### config.mk
export PLATFORM = sky130hd
export DESIGN_NAME = tcw_ctrl
export DESIGN_NICKNAME = d
export VERILOG_FILES = /design/src/sv/tcw_pkg.sv /design/src/sv/tcw_ctrl.sv
export SDC_FILE = /design/constraint.sdc
export NUM_CORES = 1
export LEC_CHECK = 0
export BUFFER_PORTS_ARGS = -buffer_cell sky130_fd_sc_hd__buf_4
export CAP_MARGIN = 40
export CELL_PAD_IN_SITES_DETAIL_PLACEMENT = 2
export CELL_PAD_IN_SITES_GLOBAL_PLACEMENT = 2
export CORE_MARGIN = 2
export CORE_UTILIZATION = 17
export CTS_CLUSTER_DIAMETER = 60
export CTS_CLUSTER_SIZE = 28
export DETAILED_ROUTE_END_ITERATION = 10
export GPL_TIMING_DRIVEN = 0
export PLACE_DENSITY_LB_ADDON = 0.08
export SYNTH_ARGS = -nofsm -noshare
export SYNTH_HDL_FRONTEND = slang
export SYNTH_SLANG_ARGS = --single-unit
### constraint.sdc
create_clock -name clk -period 1 [get_ports clk]
set_input_delay 0.05 -clock clk [delete_from_list [all_inputs] [get_ports clk]]
set_output_delay 0.05 -clock clk [all_outputs]
set_load 0.005 [all_outputs]
### src/sv/tcw_pkg.sv
`default_nettype none

package tcw_pkg;

  // fixed field widths of the console beats
  localparam int COL_W = 7;
  localparam int ROW_W = 5;
  localparam int POS_W = 11;
  localparam int CHAR_W = 8;
  localparam int CELL_W = 16;

  localparam logic [CHAR_W-1:0] NL_CODE = 8'h0A;
  localparam logic [CHAR_W-1:0] NUL_CODE = 8'h00;
  localparam logic [CHAR_W-1:0] SPACE_CODE = 8'h20;
  localparam logic [7:0] RESET_COLOR = 8'h0F;
  localparam logic [CELL_W-1:0] RESET_CELL = {RESET_COLOR, SPACE_CODE};

  // configuration register indexes
  localparam logic REG_TEXT_COLOR = 1'b0;
  localparam logic REG_CURSOR_EN = 1'b1;

  typedef enum logic [2:0] {
    OP_STREAM = 3'd0,
    OP_PUT_AT = 3'd1,
    OP_SET_CURSOR = 3'd2,
    OP_CLEAR = 3'd3,
    OP_READ = 3'd4,
    OP_REPORT = 3'd5
  } op_t;

  typedef enum logic [2:0] {
    S_INIT,
    S_IDLE,
    S_EXEC,
    S_COPY,
    S_BLANK,
    S_CLEAR,
    S_LATE
  } state_t;

  // controller to datapath
  typedef struct packed {
    logic capture;
    logic exec;
    logic init_fill;
    logic copy;
    logic blank;
    logic late;
    logic emit;
  } dp_cmd_t;

  // datapath to controller
  typedef struct packed {
    logic go_scroll;
    logic go_clear;
    logic copy_last;
    logic fill_last;
  } dp_stat_t;

endpackage

`default_nettype wire

### src/sv/tcw_ctrl.sv
`default_nettype none

module tcw_ctrl import tcw_pkg::*; (
  input  wire logic     clk,
  input  wire logic     rst,
  input  wire logic     start,
  input  wire dp_stat_t stat,
  output dp_cmd_t       cmd,
  output logic          busy
);

  state_t state, state_next;

  always_ff @(posedge clk) begin
    if (rst) begin
      state <= S_INIT;
    end else begin
      state <= state_next;
    end
  end

  always_comb begin
    state_next = state;
    unique case (state)
      S_INIT: begin
        if (stat.fill_last) state_next = S_IDLE;
      end
      S_IDLE: begin
        if (start) state_next = S_EXEC;
      end
      S_EXEC: begin
        priority if (stat.go_clear) state_next = S_CLEAR;
        else if (stat.go_scroll) state_next = S_COPY;
        else state_next = S_IDLE;
      end
      S_COPY: begin
        if (stat.copy_last) state_next = S_BLANK;
      end
      S_BLANK: begin
        if (stat.fill_last) state_next = S_LATE;
      end
      S_CLEAR: begin
        if (stat.fill_last) state_next = S_LATE;
      end
      S_LATE: begin
        state_next = S_IDLE;
      end
      default: begin
        state_next = S_INIT;
      end
    endcase
  end

  always_comb begin
    cmd = '0;
    busy = 1'b1;
    unique case (state)
      S_INIT: cmd.init_fill = 1'b1;
      S_IDLE: begin
        busy = 1'b0;
        cmd.capture = start;
      end
      S_EXEC: begin
        cmd.exec = 1'b1;
        cmd.emit = !stat.go_clear && !stat.go_scroll;
      end
      S_COPY: cmd.copy = 1'b1;
      S_BLANK: cmd.blank = 1'b1;
      S_CLEAR: cmd.blank = 1'b1;
      S_LATE: begin
        cmd.late = 1'b1;
        cmd.emit = 1'b1;
      end
      default: cmd = '0;
    endcase
  end

endmodule

`default_nettype wire

==> metrics.txt, run 1 <==
outcome=finished with violations; violated checks=negative setup slack; pin count of the biggest net entering global routing=6; final cell count without fillers=77; synthesized flop and latch total=3; number of violations reported at the end of detailed-routing iteration 0=1; aggregate global-route resource usage=12.17%; combinational family with the most area after synthesis=simple AND/OR/NAND/NOR gates; post-route ant nets=0; capture endpoint of the worst hold path=state[0]$_SDFFE_PP0P_; start point of the worst hold path=rst; Placeable Area=0.001489 sq mm; clock-pin slew reported for the worst setup and hold paths after clock tree synthesis=0.04 ns; final clock period utilization by the worst path=113.8%; fin worst setup slack=-0.1384 ns; number of setup violations in the final report=11; Setup crit end kind=primary output; flip-flop count of the largest register, all copies and words added=3; Placement Rows=14; worst slack after detailed placement=-0.1425 ns; drt pass-1 iters=2; post-layout total power=0.0009369 W; total grt overflow=0; multiplexer fraction of the synthesized cell area=4.265%; Syn Std Cell Area=264.0 sq um; antenna cells=0; vias in the first global route=372; Clock Path Buffers=2; endpoint of the worst-slack reg-to-reg timing path=state[1]$_SDFFE_PP0P_; Power Dens Cells=1590 mW/mm^2; final routed wire length divided by cell count=14.00 um; setup repair after global routing missed its margin=true; register area share after synthesis=22.75%; Port-buffer cells=14; leakage dissipation=0.2596 nW; sink count of the clock tree=3; global placement routability congestion=0.6537; worst-case clock skew=0.001169 ns; number of vias after detailed routing=355; max-slew violation count=0; antenna violations before repair=0; share of final-layout standard cells stronger than drive strength 1=75.41%; remaining design rule violation count=0; number of cells after detailed placement=65; TritonCTS clock tree=done; cell depth of the worst flop-to-flop path=3; final net count=69; CP required=0.95 ns; HPWL after detailed placement=701.1 um; Tightest Pin Transition=0.2766 ns; Reg2Reg Launch Point=state[1]$_SDFFE_PP0P_; worst-skew pair later-pin latency=0.22 ns; arrival time of the worst setup path=1.09 ns; worst-case vdd ir drop=0.8529 mV; post-detailed-route via-to-cell ratio=4.610; cell types occupying the most area after synthesis=sky130_fd_sc_hd__dfxtp_1 23%, sky130_fd_sc_hd__nor2b_1 7.1%, sky130_fd_sc_hd__nor3_1 5.7%; highest achievable clock rate=878.4 MHz; Synth Area in Compound Gates=24.17%; Synth top area share=22.75%; number of max-cap violations=0; area of the die=0.001884 sq mm; global-route wire length before repair=1787 um; Worst Path Max Fanout=5; worst hold path cell count=2; number of H-tree levels=1; CTS Buf Count=3; Yosys warning total=0; floorplan die height=43.41 um; max_slew headroom=81.53%; cell at the root of the clock tree=sky130_fd_sc_hd__clkbuf_4; gate count of the mapped netlist=35; count of final hold-check violations=0; synth unique cells=21; FF-to-FF setup slack=-0.04 ns; drt total wl=1078 um; element type at the critical path start=register; synth-to-layout area growth=123.2%; Die W=43.41 um; Largest regs=state x3; path type of the worst min-delay path=in2reg; nets in the synthesized netlist=42; most flop-heavy register=state; syn avg cell area=7.543 sq um; area fraction in and, or, nand and nor cells after synthesis=39.34%; library cell with the largest summed area after synthesis=sky130_fd_sc_hd__dfxtp_1; critical path type=reg2out; Starting Density=17.73%; share of the synthesized netlist area taken by xor and xnor gates=0%; number of ports placed on the die boundary=15; minimum clock period after layout=1.138 ns; accumulated negative setup slack=-0.7688 ns; share of synthesized cell area in full adder, half adder and majority cells=0%
==> power breakdown <==
group	internal [W]	total, W	switching [W]
sequential	0.000147	0.000175	0.0000281
clock	0.000149	0.000203	0.0000541
combinational	0.000322	0.000558	0.000237
total	0.000618	0.000937	0.000319
==> timing repair <==
action / CTS / global route
setup buffers: 2 / 3
pin swaps: 4 / 7
gates cloned: 3 / 0
resized for setup: 24 / 13
setup endpoints to repair: 11 / 11
hold buffers: 0 / 0
==> cell usage after synthesis <==
| cell | count |
|---|---|
| sky130_fd_sc_hd__a2111oi_2 | 1 |
| sky130_fd_sc_hd__a21o_1 | 1 |
| sky130_fd_sc_hd__a21oi_1 | 2 |
| sky130_fd_sc_hd__a221oi_1 | 1 |
| sky130_fd_sc_hd__and2_1 | 1 |
| sky130_fd_sc_hd__and3_1 | 1 |
| sky130_fd_sc_hd__buf_2 | 2 |
| sky130_fd_sc_hd__buf_6 | 1 |
| sky130_fd_sc_hd__dfxtp_1 | 3 |
| sky130_fd_sc_hd__inv_1 | 1 |
| sky130_fd_sc_hd__mux2_2 | 1 |
| sky130_fd_sc_hd__nand2_1 | 2 |
| sky130_fd_sc_hd__nand2b_1 | 2 |
| sky130_fd_sc_hd__nor2_1 | 4 |
| sky130_fd_sc_hd__nor2b_1 | 3 |
| sky130_fd_sc_hd__nor3_1 | 3 |
| sky130_fd_sc_hd__nor3b_1 | 1 |
| sky130_fd_sc_hd__nor4b_2 | 1 |
| sky130_fd_sc_hd__o21a_1 | 1 |
| sky130_fd_sc_hd__o21ai_0 | 2 |
| sky130_fd_sc_hd__o21ai_1 | 1 |
==> logic make-up after synthesis <==
family / after synthesis
and+or+nand+nor: 18
AOI/OAI and AO/OA: 9
muxes: 1
buffers and inverters: 4
DFF: 3
==> per-layer routing <==
metal / wire, um / vias up / track usage, %
li1: - / 177 / -
met1: 475 / 168 / 17.09
met2: 555 / 10 / 20.30
met3: 47 / 0 / 1.667
met4: 0 / 0 / 1.818
met5: 0 / - / 0
==> metrics by stage <==
stage	area, sq um	util, %	hold slack [ns]
floorplan	264.0	-	0.1224
global placement	389.1	26.13	0.2441
detailed placement	389.1	26.13	0.2471
CTS	523.0	35.13	0.009458
global route	589.3	39.58	0.01429
finish	589.3	39.58	0.01277
==> cells in the final DEF (no fill, tap or decap), types with 2 or more instances in the layout <==
| cell | Yosys | final |
|---|---|---|
| sky130_fd_sc_hd__buf_4 | 0 | 18 |
| sky130_fd_sc_hd__nand2b_1 | 2 | 2 |
| sky130_fd_sc_hd__nor2_1 | 4 | 2 |
| sky130_fd_sc_hd__clkbuf_4 | 0 | 3 |
| sky130_fd_sc_hd__a21oi_1 | 2 | 2 |
| sky130_fd_sc_hd__nand2_1 | 2 | 2 |
| sky130_fd_sc_hd__o21ai_1 | 1 | 2 |
| sky130_fd_sc_hd__dfxtp_4 | 0 | 2 |
| sky130_fd_sc_hd__nor3_2 | 0 | 2 |
| sky130_fd_sc_hd__buf_6 | 1 | 7 |
| sky130_fd_sc_hd__nor2b_4 | 0 | 2 |
==> critical path: stages, from the launching register on <==
cell and delay [ns]:
sky130_fd_sc_hd__dfxtp_2 0.34, sky130_fd_sc_hd__buf_6 0.14, sky130_fd_sc_hd__nor2b_4 0.16, sky130_fd_sc_hd__and2_4 0.15, sky130_fd_sc_hd__buf_6 0.08
==> layout make-up <==
class                   count  area, sq um
fillers                   167        899.6
multi-input cells          28        251.5
repair buffers             22        180.2
flip-flops and latches      3        68.82
plain buffers               3        33.78
clock buffers               4        26.28
well taps                  16        20.02
inverters                   1        8.758
==> worst max path at each step <==
stage / cells after the start / slack, ns / end / startpoint
finish: 4 / -0.14 / cmd[3] / state[1]$_SDFFE_PP0P_
detailed placement: 3 / -0.14 / state[0]$_SDFFE_PP0P_ / state[0]$_SDFFE_PP0P_
CTS: 4 / -0.12 / cmd[6] / state[1]$_SDFFE_PP0P_
global route: 4 / -0.19 / cmd[3] / state[1]$_SDFFE_PP0P_
global placement: 3 / -0.13 / state[0]$_SDFFE_PP0P_ / state[0]$_SDFFE_PP0P_
floorplan: 4 / 0.01 / state[1]$_SDFFE_PP0P_ / state[2]$_SDFFE_PP0P_
Power figures use the tool's default switching activity.
==> inputs of run 2 (changes only) <==
- SETUP_SLACK_MARGIN: default -> 0.2
==> metrics.txt, run 2 (synthesis results as in run 1) <==
max_slew headroom=81.39%; pin count of the biggest net entering global routing=11; accumulated negative setup slack=-1.045 ns; cell at the root of the clock tree=sky130_fd_sc_hd__clkbuf_4; area after detailed placement=415.4 sq um; highest achievable clock rate=883.4 MHz; fraction of power spent switching nets=34.42%; number of cells after detailed placement=65; drt total wl=1139 um; drt pass-1 iters=2; number of max-cap violations=0; worst slack after detailed placement=-0.06925 ns; Clock Path Buffers=2; CP Buf/Inv Count=2; Reg2Reg Launch Point=state[2]$_SDFFE_PP0P_; number of ports placed on the die boundary=15; cell depth of the worst flop-to-flop path=3; area of the die=0.001884 sq mm; most common library cell in the layout ignoring fill and taps=sky130_fd_sc_hd__buf_4; Largest regs=state x3; final clock period utilization by the worst path=113.2%; cell family with the largest share of critical-path delay=flip-flops; minimum clock period after layout=1.132 ns; startpoint of the most critical setup path=state[2]$_SDFFE_PP0P_; element type at the critical path start=register; post-detailed-route via-to-cell ratio=4.811; worst path cell trace=buf_8 > nor2_4 > and3_1 > buf_4; CP required=0.95 ns; synth-to-layout area growth=114.7%; endpoint of the worst-slack reg-to-reg timing path=state[1]$_SDFFE_PP0P_; Worst setup endpoint=cmd[6]; worst-case vdd ir drop=0.5955 mV; count of final hold-check violations=0; clock share of power=23.8%; Crit. path cell count=4; net switching component of the power=0.0003072 W; final net count=66; aggregate global-route resource usage=14.05%; number of violations reported at the end of detailed-routing iteration 0=2; share of final-layout standard cells stronger than drive strength 1=70.69%; worst-case clock skew=0.001600 ns; Port-buffer cells=14; max-slew violation count=0; Tightest Pin Transition=0.2786 ns; Placeable Area=0.001489 sq mm; remaining design rule violation count=0; violated checks=negative setup slack; Die W=43.41 um; fin worst setup slack=-0.1320 ns; number of vias after detailed routing=356; Worst path slowest cell=sky130_fd_sc_hd__dfxtp_4; post-route ant nets=0; fill cell instance count of the final layout=162; global-route wire length before repair=1918 um; Starting Density=17.73%; critical path type=reg2out; internal power of the cells=0.0005851 W; worst-skew pair later-pin latency=0.23 ns; biggest cell delay along the critical path=0.36 ns; number of setup violations in the final report=11; Gate power share=56.5%; arrival time of the worst setup path=1.08 ns; flip-flop count of the largest register, all copies and words added=3; Final Core Density=38.07%; TritonCTS clock tree=done; setup repair after global routing missed its margin=true; global placement routability congestion=0.6941; path type of the worst min-delay path=in2reg; floorplan die height=43.41 um; cell area after layout=566.8 sq um; HPWL after detailed placement=697.6 um; FF-to-FF setup slack=-0.09 ns; commonest cells after routing, fill and taps aside=13 x sky130_fd_sc_hd__buf_4, 5 x sky130_fd_sc_hd__buf_6, 3 x sky130_fd_sc_hd__clkbuf_4; vias in the first global route=388; fraction of power consumed by sequential logic=19.7%; leakage dissipation=0.2479 nW; antenna cells=0; clock-pin slew reported for the worst setup and hold paths after clock tree synthesis=0.04 ns; number of H-tree levels=1; antenna violations before repair=0; Power Dens Cells=1574 mW/mm^2; final routed wire length divided by cell count=15.39 um; most flop-heavy register=state; outcome=finished with violations; sink count of the clock tree=3; Worst Path Max Fanout=5; Setup crit end kind=primary output; Placement Rows=14; CTS Buf Count=3; total grt overflow=0; final cell count without fillers=74
-- run 2: through the flow --
stage / hold WS (ns) / power (W)
detailed placement: 0.2400 / 0.0005157
CTS: 0.002222 / 0.0008687
global placement: 0.2374 / 0.0005099
finish: 0.007124 / 0.0008923
floorplan: 0.1150 / 0.0003785
global route: 0.01475 / 0.0009608
-- run 2: per-layer routing --
metal | GRT usage, % | up-vias | wire length [um]
met4 | 5.455 | 0 | 0
met5 | 0 | - | 0
met3 | 2.500 | 0 | 45
met2 | 25.37 | 11 | 633
met1 | 16.33 | 175 | 460
li1 | - | 170 | -
-- run 2: final cells by class --
type / count / area, sq um / area share, %
Sequential cell: 3 / 68.82 / 12.14
Inverter: 1 / 3.754 / 0.6623
Buffer: 3 / 37.54 / 6.623
Timing Repair Buffer: 19 / 173.9 / 30.68
Clock buffer: 4 / 26.28 / 4.636
Multi-Input combinational cell: 28 / 236.5 / 41.72
Tap cell: 16 / 20.02 / 3.532
-- run 2: power by group through the flow --
stage	Combinational (W)	Sequential, W	Clock (W)
4_1_cts	0.000472	0.000176	0.000221
3_5_place_dp	0.000353	0.000162	0
5_1_grt	0.000546	0.000179	0.000236
3_3_place_gp	0.000348	0.000162	0
6_report	0.000504	0.000175	0.000213
2_1_floorplan	0.000220	0.000158	0
-- run 2: repair_timing --
action / in CTS / in global routing
hold endpoints to repair: 1 / 0
setup endpoints to repair: 11 / 11
setup buffers: 1 / 1
resized for setup: 19 / 3
pin swaps: 6 / 4
hold buffers: 1 / 0
cloned: 2 / 0
-- run 2: worst min path at each step --
stage          start                     to  cells after the start
2_1_floorplan    rst  state[2]$_SDFFE_PP0P_                      1
3_3_place_gp     rst  state[2]$_SDFFE_PP0P_                      2
3_5_place_dp     rst  state[2]$_SDFFE_PP0P_                      2
4_1_cts          rst  state[0]$_SDFFE_PP0P_                      2
5_1_grt          rst  state[0]$_SDFFE_PP0P_                      2
6_report         rst  state[0]$_SDFFE_PP0P_                      2
